[src/rtl/mcep_pkg.sv]
// Types and constants of the MAC control element parser.
`default_nettype none

package mcep_pkg;

  typedef enum logic [2:0] {
    KIND_NONE       = 3'd0,
    KIND_LBSR_MAP   = 3'd1,
    KIND_LBSR_ENTRY = 3'd2,
    KIND_SBSR       = 3'd3,
    KIND_PHR        = 3'd4,
    KIND_UNKNOWN    = 3'd5
  } kind_t;

  typedef enum logic [7:0] {
    PH_TYPE       = 8'b0000_0001,
    PH_LBSR_LEN   = 8'b0000_0010,
    PH_LBSR_MAP   = 8'b0000_0100,
    PH_LBSR_ENTRY = 8'b0000_1000,
    PH_SBSR       = 8'b0001_0000,
    PH_PHR1       = 8'b0010_0000,
    PH_PHR2       = 8'b0100_0000,
    PH_SKIP       = 8'b1000_0000
  } phase_t;

  localparam logic [5:0] TYPE_LONG_BSR  = 6'd62;
  localparam logic [5:0] TYPE_SHORT_BSR = 6'd61;
  localparam logic [5:0] TYPE_PHR       = 6'd57;

  localparam int unsigned IN_DATA_W  = 16;
  localparam int unsigned OUT_DATA_W = 48;
  localparam int unsigned TRUNC_BIT  = 44;

endpackage

`default_nettype wire

[src/rtl/mac_control_element_parser_top.sv]
// Top level of the uplink MAC control element parser (long BSR, short BSR, PHR).
// A result appears on the output register in the cycle after its byte is accepted.
// Throughput: one byte per cycle; the input stalls only while a result waits untaken.
// The output register lets a new byte in during the cycle its result is taken.
// Reset clears the parse phase, all counters and the output valid flag.
`default_nettype none

module mac_control_element_parser_top (
  input  wire logic                               clk,
  input  wire logic                               rst,
  input  wire logic                               s_axis_tvalid,
  output logic                                    s_axis_tready,
  // data_byte [7:0], payload_length [13:8], zero [15:14]
  input  wire logic [mcep_pkg::IN_DATA_W-1:0]     s_axis_tdata,
  // first_of_payload [0]
  input  wire logic                               s_axis_tuser,
  output logic                                    m_axis_tvalid,
  input  wire logic                               m_axis_tready,
  // group_field [7:0], entry_index [15:8], buffer_size [23:16],
  // power_headroom [29:24], reserved_bits [31:30], max_power_field [37:32],
  // type_code [43:38], truncated [44], zero [47:45]
  output logic [mcep_pkg::OUT_DATA_W-1:0]         m_axis_tdata,
  // element_kind [2:0]
  output logic [2:0]                              m_axis_tuser,
  // payload_end
  output logic                                    m_axis_tlast
);

  mcep_pkg::phase_t parse_phase, phase_next, phase_in;
  logic [5:0] bytes_left, bytes_left_next, bytes_eff;
  logic [7:0] bsr_entries_left, entries_next, entries_dec;
  logic [7:0] bsr_entry_count, count_next;
  logic [5:0] saved_headroom, headroom_next;
  logic [5:0] current_type, type_next;

  logic [7:0] data_byte;
  logic [5:0] payload_length;
  logic       first_of_payload;
  logic       active, last, emit, accept;

  mcep_pkg::kind_t r_kind;
  logic [7:0] r_group, r_index, r_size;
  logic [5:0] r_ph, r_fc, r_type;
  logic [1:0] r_res;
  logic       r_trunc;

  assign data_byte        = s_axis_tdata[7:0];
  assign payload_length   = s_axis_tdata[13:8];
  assign first_of_payload = s_axis_tuser;

  assign s_axis_tready = !m_axis_tvalid || m_axis_tready;
  assign accept        = s_axis_tvalid && s_axis_tready;

  always_comb begin
    phase_in  = first_of_payload ? mcep_pkg::PH_TYPE : parse_phase;
    bytes_eff = first_of_payload ? ((payload_length == 6'd0) ? 6'd1 : payload_length)
                                 : bytes_left;
    active          = first_of_payload || (bytes_left != 6'd0);
    bytes_left_next = bytes_eff - 6'd1;
    last            = (bytes_eff == 6'd1);
    entries_dec     = bsr_entries_left - 8'd1;

    phase_next    = phase_in;
    entries_next  = bsr_entries_left;
    count_next    = bsr_entry_count;
    headroom_next = saved_headroom;
    type_next     = current_type;
    emit          = 1'b0;
    r_kind        = mcep_pkg::KIND_NONE;
    r_group       = 8'd0;
    r_index       = 8'd0;
    r_size        = 8'd0;
    r_ph          = 6'd0;
    r_res         = 2'd0;
    r_fc          = 6'd0;
    r_type        = 6'd0;
    r_trunc       = 1'b0;

    unique case (phase_in)
      mcep_pkg::PH_TYPE: begin
        type_next = data_byte[5:0];
        if (type_next == mcep_pkg::TYPE_LONG_BSR) begin
          phase_next = mcep_pkg::PH_LBSR_LEN;
        end else if (type_next == mcep_pkg::TYPE_SHORT_BSR) begin
          phase_next = mcep_pkg::PH_SBSR;
        end else if (type_next == mcep_pkg::TYPE_PHR) begin
          phase_next = mcep_pkg::PH_PHR1;
        end else begin
          r_kind     = mcep_pkg::KIND_UNKNOWN;
          r_type     = type_next;
          emit       = 1'b1;
          phase_next = mcep_pkg::PH_SKIP;
        end
      end
      mcep_pkg::PH_LBSR_LEN: begin
        entries_next = (data_byte >= 8'd2) ? data_byte - 8'd1 : 8'd0;
        phase_next   = mcep_pkg::PH_LBSR_MAP;
      end
      mcep_pkg::PH_LBSR_MAP: begin
        r_kind     = mcep_pkg::KIND_LBSR_MAP;
        r_group    = data_byte;
        r_type     = type_next;
        emit       = 1'b1;
        count_next = 8'd0;
        phase_next = (bsr_entries_left != 8'd0) ? mcep_pkg::PH_LBSR_ENTRY
                                                : mcep_pkg::PH_TYPE;
      end
      mcep_pkg::PH_LBSR_ENTRY: begin
        r_kind       = mcep_pkg::KIND_LBSR_ENTRY;
        r_index      = bsr_entry_count;
        r_size       = data_byte;
        r_type       = type_next;
        emit         = 1'b1;
        count_next   = bsr_entry_count + 8'd1;
        entries_next = entries_dec;
        if (entries_dec == 8'd0) begin
          phase_next = mcep_pkg::PH_TYPE;
        end
      end
      mcep_pkg::PH_SBSR: begin
        r_kind     = mcep_pkg::KIND_SBSR;
        r_group    = {5'd0, data_byte[7:5]};
        r_size     = {3'd0, data_byte[4:0]};
        r_type     = type_next;
        emit       = 1'b1;
        phase_next = mcep_pkg::PH_TYPE;
      end
      mcep_pkg::PH_PHR1: begin
        headroom_next = data_byte[5:0];
        phase_next    = mcep_pkg::PH_PHR2;
      end
      mcep_pkg::PH_PHR2: begin
        r_kind     = mcep_pkg::KIND_PHR;
        r_ph       = saved_headroom;
        r_res      = data_byte[7:6];
        r_fc       = data_byte[5:0];
        r_type     = type_next;
        emit       = 1'b1;
        phase_next = mcep_pkg::PH_TYPE;
      end
      mcep_pkg::PH_SKIP: begin
      end
      default: begin
      end
    endcase

    if (last) begin
      r_trunc = (phase_next != mcep_pkg::PH_TYPE) && (phase_next != mcep_pkg::PH_SKIP);
      if (!emit) begin
        unique case (phase_next)
          mcep_pkg::PH_LBSR_LEN, mcep_pkg::PH_LBSR_MAP: begin
            r_kind = mcep_pkg::KIND_LBSR_MAP;
            r_type = type_next;
          end
          mcep_pkg::PH_SBSR: begin
            r_kind = mcep_pkg::KIND_SBSR;
            r_type = type_next;
          end
          mcep_pkg::PH_PHR1: begin
            r_kind = mcep_pkg::KIND_PHR;
            r_type = type_next;
          end
          mcep_pkg::PH_PHR2: begin
            r_kind = mcep_pkg::KIND_PHR;
            r_ph   = headroom_next;
            r_type = type_next;
          end
          default: begin
          end
        endcase
      end
      emit       = 1'b1;
      phase_next = mcep_pkg::PH_TYPE;
    end
  end

  always_ff @(posedge clk) begin
    if (rst) begin
      parse_phase      <= mcep_pkg::PH_TYPE;
      bytes_left       <= 6'd0;
      bsr_entries_left <= 8'd0;
      bsr_entry_count  <= 8'd0;
      saved_headroom   <= 6'd0;
      current_type     <= 6'd0;
    end else if (accept && active) begin
      parse_phase      <= phase_next;
      bytes_left       <= bytes_left_next;
      bsr_entries_left <= entries_next;
      bsr_entry_count  <= count_next;
      saved_headroom   <= headroom_next;
      current_type     <= type_next;
    end
  end

  always_ff @(posedge clk) begin
    if (rst) begin
      m_axis_tvalid <= 1'b0;
    end else if (accept && active && emit) begin
      m_axis_tvalid <= 1'b1;
    end else if (m_axis_tready) begin
      m_axis_tvalid <= 1'b0;
    end
  end

  always_ff @(posedge clk) begin
    if (accept && active && emit) begin
      m_axis_tdata <= {3'd0, r_trunc, r_type, r_fc, r_res, r_ph, r_size, r_index, r_group};
      m_axis_tuser <= r_kind;
      m_axis_tlast <= last;
    end
  end

endmodule

`default_nettype wire

[config.mk]
export PLATFORM = sky130hd
export DESIGN_NAME = mac_control_element_parser_top
export DESIGN_NICKNAME = d
export VERILOG_FILES = /design/src/rtl/mcep_pkg.sv /design/src/rtl/mac_control_element_parser_top.sv
export SDC_FILE = /design/constraint.sdc
export NUM_CORES = 1
export LEC_CHECK = 0
export ABC_AREA = 1
export BUFFER_PORTS_ARGS = -buffer_cell sky130_fd_sc_hd__buf_2
export CAP_MARGIN = 0
export CORE_MARGIN = 8
export CORE_UTILIZATION = 57
export CTS_BUF_LIST = sky130_fd_sc_hd__clkbuf_8 sky130_fd_sc_hd__clkbuf_16
export DETAILED_ROUTE_END_ITERATION = 10
export PLACE_DENSITY = 0.84
export SYNTH_ARGS = -nofsm -noshare
export SYNTH_HDL_FRONTEND = slang
export SYNTH_SLANG_ARGS = --single-unit
[constraint.sdc]
create_clock -name clk -period 3.24 [get_ports clk]
set_input_delay 0.324 -clock clk [delete_from_list [all_inputs] [get_ports clk]]
set_output_delay 0.324 -clock clk [all_outputs]
set_load 0.01 [all_outputs]
==> out/qor.yml, run 1 <==
status: "finished clean"
drv_slew: 0
drt_iter0_drc: 401
via_per_inst: 5.62
finalClockSkew_ns: 0.0173
synth_edf_count: 49
path_buf_inv: 2
clock-sinks: 92
post_cts_resized: 0
post_cts_buffers: 0
async_flop_share: 0
min_period_ns: 2.49
setup_viol_count_final: 0
fin_cells: 778
cts_buffers: 9
tns_ns: 0
ctsHoldBuffers: 0
worst_ep_arrival_time_ns: 2.49
clk_path_buf_depth: 2
grt_max_degree: 50
mappedNetlistArea_um2: 4840
path_max_fanout: 49
p_leak_nw: 2.45
io_pins: 75
rr_startpoint: "parse_phase[0]"
grt_usage: 0.199
startpoint: "parse_phase[0]"
vias: 4369
period_share: 0.769
grt_pass1_vias: 4183
grt_antenna_before_repair: 0
initial_utilization: 0.589
synth_cell_type_count: 39
worst_slew_pin_slew_ns: 0.627
synth_seq_area_share: 0.482
syn_area_per_cell_um2: 8.06
slew_headroom: 0.582
gp_congestion: 0.862
slowest_delay_ns: 0.49
clk_latency_ns: 0.37
die_y_um: 108
gr-total-overflow: 0
multi_input_area_um2: 2050
cp.required_ns: 3.24
crit_slowest_cell: "buf_4"
cts_tree: "done"
power_density_nw_per_um2: 562
wl_per_cell_um: 15.1
path_delay_family: "simple AND/OR/NAND/NOR gates"
yosys_warnings: 0
ys_ff_latch: 92
syn_to_final_growth_pct: 13.6
min_from: "m_axis_tready"
max-cap-violations: 0
nets: 697
diodes: 0
first_pass_iters: 6
place_inst: 762
path_cells: "nor2_2 -> nand2_1 -> nor2_2 -> nand2_2 -> nand2_2 -> nor2_1 -> nand2_1 -> o21ai_1 -> clkinv_1 -> buf_4"
grt_pass1_wl_mm: 19.2
cts-root-buf: "clkbuf_8"
fill_cells: 675
ir_worst_vdd_uv: 260
fmaxAchievable_ghz: 0.401
grt_setup_unrepaired: "no"
timing.critical_path.to_type: "flop"
drc: 0
place.port_buffers: 69
rows: 33
syn_inst: 601
synthFlopType: "edfxtp_1"
routed_wirelength_mm: 11.7
clk_pin_slew_ns: 0.09
crit_type: "reg -> reg"
hold_viol_final: 0
ff_latch_area_um2: 2330
drive_gt1_frac: 0.181
htreeDepth: 3
fp.dieW_um: 108
hp-class: "in -> reg"
startpoint_type: "flop"
dieArea_um2: 11700
drtAntennaViolNets: 0
core_um2: 8220
hpwl_mm: 8.39
-- synthesized netlist by cell type, types with 2 or more instances --
cell / count / area share
a211oi_1: 2 / 0.0031
a21oi_1: 43 / 0.044
and2_1: 2 / 0.0026
buf_1: 2 / 0.0016
buf_2: 7 / 0.0072
buf_4: 5 / 0.0078
buf_6: 3 / 0.0070
clkbuf_1: 6 / 0.0046
dfxtp_1: 43 / 0.18
edfxtp_1: 49 / 0.30
ha_1: 8 / 0.021
inv_1: 82 / 0.064
inv_2: 7 / 0.0054
nand2_1: 106 / 0.082
nand2_2: 5 / 0.0065
nand2_4: 5 / 0.012
nand3_1: 27 / 0.028
nand4_1: 14 / 0.018
nor2_1: 80 / 0.062
nor2_2: 3 / 0.0039
nor3_1: 5 / 0.0052
nor3_2: 2 / 0.0041
nor4_1: 4 / 0.0052
o21ai_0: 38 / 0.039
o21ai_1: 9 / 0.0093
o21ai_2: 2 / 0.0036
o221ai_1: 7 / 0.013
o22ai_1: 14 / 0.018
xor2_1: 11 / 0.020
-- cell usage in the layout, fill, tap and decap left out, types with 10 or more instances in the layout --
cell type  Yosys  layout
a21oi_1       43      43
inv_1         82      81
nand2_1      106     106
dfxtp_1       43      43
buf_2          7      69
xor2_1        11      11
clkbuf_8       0      10
nand4_1       14      14
nor2_1        80      80
edfxtp_1      49      49
nand3_1       27      27
o21ai_0       38      38
o22ai_1       14      14
-- state kept, by name (all words and copies together), names as in the netlist --
register          flops
bsr_entries_left      8
bsr_entry_count       8
bytes_left            6
current_type          6
m_axis_tdata         45
m_axis_tlast          1
m_axis_tuser          3
m_axis_tvalid         1
parse_phase           8
saved_headroom        6
-- path summary, 6_finish.rpt --
kind	endpoint	slack, ns	cells after the start
worst max-delay path	m_axis_tdata[15]	0.75	10
worst min-delay path	m_axis_tvalid	0.28	4
worst max register to register	m_axis_tdata[15]	0.75	10
worst min register to register	bsr_entry_count[6]	0.48	2
-- through the flow --
stage	instance area [um2]	worst slack, ns	total power, mW	hold WS, ns	utilization
6_report	5500	0.748	3.09	0.282	0.670
4_1_cts	5500	0.749	3.10	0.279	0.670
3_3_place_gp	5250	0.474	2.14	0.455	0.639
2_1_floorplan	4850	0.413	1.95	0.444	-
3_5_place_dp	5250	0.430	2.17	0.461	0.639
5_1_grt	5500	0.597	3.23	0.316	0.670
-- final cells by class --
| cell class | instances | share of cell area |
|---|---|---|
| Tap cell | 105 | 0.0239 |
| Sequential cell | 92 | 0.424 |
| Clock inverter | 5 | 0.0161 |
| Inverter | 89 | 0.0607 |
| Timing Repair Buffer | 77 | 0.0737 |
| Multi-Input combinational cell | 399 | 0.372 |
| Clock buffer | 11 | 0.0296 |
-- worst register-to-register path, stage by stage (launching register included) --
cell      delay (ns)
dfxtp_1         0.34
nor2_2          0.20
nand2_1         0.14
nor2_2          0.18
nand2_2         0.24
nand2_2         0.19
nor2_1          0.09
nand2_1         0.09
o21ai_1         0.08
clkinv_1        0.05
buf_4           0.49
-- kinds of logic (layout without fill, tap and decap cells) --
group / after synthesis / after routing / synth area share
simple gates: 257 / 257 / 0.239
compound gates: 120 / 120 / 0.141
buf+inv: 112 / 182 / 0.0971
flops: 92 / 92 / 0.482
xor+xnor: 11 / 11 / 0.0199
fa+ha+maj: 8 / 8 / 0.0207
other cells: 1 / 3 / 0.000774
-- where the power goes --
part	total [mW]	internal (mW)	switching (mW)
combinational	0.689	0.223	0.466
clock	0.946	0.513	0.434
sequential	1.46	1.41	0.0519
total	3.09	2.14	0.951
-- per-layer routing --
metal | up-vias | global-route usage | share of wire
met5 | - | 0 | 0
met4 | 0 | 0.0763 | 0.018
met3 | 27 | 0.0452 | 0.095
met2 | 217 | 0.331 | 0.48
met1 | 2002 | 0.247 | 0.41
li1 | 2123 | - | -
(Power assumes the default switching activity.)
==> run 2: changes to the inputs <==
--- a/config.mk
+++ b/config.mk
@@ -9,10 +9,10 @@
 export BUFFER_PORTS_ARGS = -buffer_cell sky130_fd_sc_hd__buf_2
 export CAP_MARGIN = 0
 export CORE_MARGIN = 8
-export CORE_UTILIZATION = 57
+export CORE_UTILIZATION = 51
 export CTS_BUF_LIST = sky130_fd_sc_hd__clkbuf_8 sky130_fd_sc_hd__clkbuf_16
 export DETAILED_ROUTE_END_ITERATION = 10
-export PLACE_DENSITY = 0.84
+export PLACE_DENSITY = 0.8
 export SYNTH_ARGS = -nofsm -noshare
 export SYNTH_HDL_FRONTEND = slang
 export SYNTH_SLANG_ARGS = --single-unit
==> constraint.sdc (replaced) <==
create_clock -name clk -period 2 [get_ports clk]
set_input_delay 0.2 -clock clk [delete_from_list [all_inputs] [get_ports clk]]
set_output_delay 0.2 -clock clk [all_outputs]
set_load 0.01 [all_outputs]
==> run 2 against run 1 <==
- sequential share of layout area shrank 4.5 points
- global-route usage shrank 1.9 points
- wire length grew 4.3%
- maximum frequency grew 27%
- clock skew shrank 0.011 ns
- highest routed layer unchanged
- clock power grew 30%
- largest cell class unchanged
- critical path depth grew 1
- cell area grew 12%
- die area grew 10%
==> out/qor.yml, run 2 (synthesis gave the netlist of run 1 again) <==
startpoint_type: "flop"
dieArea_um2: 12900
hpwl_mm: 8.86
place.port_buffers: 69
fin_cells: 857
worst_slew_pin_slew_ns: 0.655
vias: 4577
p_leak_nw: 2.74
grt_setup_unrepaired: "yes"
first_pass_iters: 5
max-cap-violations: 0
cts_buffers: 9
dpl_cell_area_um2: 5790
clk_pin_slew_ns: 0.09
place_inst: 831
gp_congestion: 0.917
timing.critical_path.to_type: "flop"
p_total_mw: 5.04
whs_endpoint: "bsr_entries_left[7]"
clk_latency_ns: 0.37
initial_utilization: 0.524
core_um2: 9240
reg2regPathDepth: 11
hp-class: "in -> reg"
ir_worst_vdd_uv: 367
grt_max_degree: 42
grt_pass1_vias: 4242
fmaxAchievable_ghz: 0.509
grt_pass1_wl_mm: 18.9
clock-sinks: 92
via_per_inst: 5.34
htreeDepth: 3
drt_iter0_drc: 289
rr_endpoint: "m_axis_tdata[19]"
reg2reg_setup_slack_ns: 0.03
top_register: "m_axis_tdata"
final_cell_mix: "nand2_1, inv_1, nor2_1, buf_2, buf_4"
drv_slew: 0
drc: 0
slew_headroom: 0.563
status: "finished clean"
final_common_cell: "nand2_1"
fp.dieW_um: 113
ctsHoldBuffers: 0
period_share: 0.983
largest_reg_flops: 45
min_from: "s_axis_tdata[7]"
rr_startpoint: "bytes_left[0]"
slowest_delay_ns: 0.34
path_max_fanout: 21
path_cells: "inv_2 -> nor2_2 -> a21oi_2 -> and2_4 -> inv_4 -> ha_4 -> nand3_4 -> inv_4 -> o21ai_4 -> clkinvlp_4 -> buf_12"
rows: 35
finalClockSkew_ns: 0.00593
cts_tree: "done"
design_area_um2: 6180
wl_per_cell_um: 14.3
drtAntennaViolNets: 0
crit_type: "reg -> reg"
grt_antenna_before_repair: 0
fill_cells: 740
die_y_um: 113
cp.required_ns: 2.13
multi_input_area_um2: 2240
clk_path_buf_depth: 2
cts-root-buf: "clkbuf_8"
worst_ep_arrival_time_ns: 2.09
syn_to_final_growth_pct: 27.7
io_pins: 75
holdPathStages: 4
hold_viol_final: 0
min_period_ns: 1.97
nets: 752
gr-total-overflow: 0
diodes: 0
crit_top_cell: "inv_4"
drive_gt1_frac: 0.306
power_density_nw_per_um2: 815
crit_slowest_cell: "dfxtp_2"
grt_usage: 0.181
setup_viol_count_final: 0
routed_wirelength_mm: 12.2
ff_latch_area_um2: 2340
run 2: cell types whose count changed in the layout (fill, tap and decap cells not counted), sizes merged:
| cell | change |
|---|---|
| buf | +54 |
| clkinvlp | +4 |
| clkinv | -2 |
| bufinv | -1 |
| clkbuf | -1 |
| inv | +1 |
run 2: critical path, delay by kind of cell, from the launching register on:
family	cells	cell delay, ns
compound gates	2	0.25
fa+ha+maj	1	0.15
buf+inv	5	0.66
flops	1	0.34
simple gates	3	0.31
run 2: worst max-delay path by stage:
| stage | startpoint | end | slack [ns] | cells after the start |
|---|---|---|---|---|
| 2_1_floorplan | bytes_left[0] | m_axis_tdata[0] | -0.24 | 10 |
| 3_3_place_gp | s_axis_tuser | m_axis_tdata[22] | -0.005 | 12 |
| 3_5_place_dp | s_axis_tuser | m_axis_tdata[27] | -0.07 | 12 |
| 4_1_cts | bsr_entries_left[1] | m_axis_tdata[44] | 0.05 | 15 |
| 5_1_grt | bsr_entries_left[1] | m_axis_tdata[44] | -0.06 | 15 |
| 6_report | bytes_left[0] | m_axis_tdata[19] | 0.03 | 11 |
run 2: metal layers:
metal | vias to the layer above | wire [um] | global-route usage
met5 | - | 0 | 0
met4 | 0 | 331 | 0.0924
met3 | 37 | 824 | 0.0460
met2 | 190 | 6050 | 0.306
met1 | 2107 | 5020 | 0.208
li1 | 2243 | - | -
run 2: report_power, final:
part / leakage (nW) / internal (mW) / total, mW / switching [mW]
clock: 0.0945 / 0.572 / 1.23 / 0.653
sequential: 0.832 / 2.28 / 2.36 / 0.0840
combinational: 1.82 / 0.596 / 1.45 / 0.853
total: 2.74 / 3.45 / 5.04 / 1.59
run 2: final cells by class:
type	instances	share of cell area
Sequential cell	92	0.379
Multi-Input combinational cell	399	0.363
Timing Repair Buffer	132	0.143
Inverter	89	0.0579
Tap cell	129	0.0261
Clock buffer	9	0.0200
Clock inverter	7	0.0111
run 2: what timing repair did:
item                       CTS  global route
resized for setup            1            36
hold endpoints to repair     0             0
cloned                       0             3
setup endpoints to repair    1            54
setup buffers                0             7
pin swaps                    0             5
run 2: through the flow:
stage,utilization,worst slack (ns),hold WS [ns],setup TNS (ns)
floorplan,-,-0.237,0.389,-11.62
global placement,0.627,-0.00464,0.454,-0.124
detailed placement,0.627,-0.0692,0.473,-2.83
CTS,0.648,0.0453,0.130,0
global route,0.669,-0.0612,0.183,-1.11
finish,0.669,0.0344,0.144,0
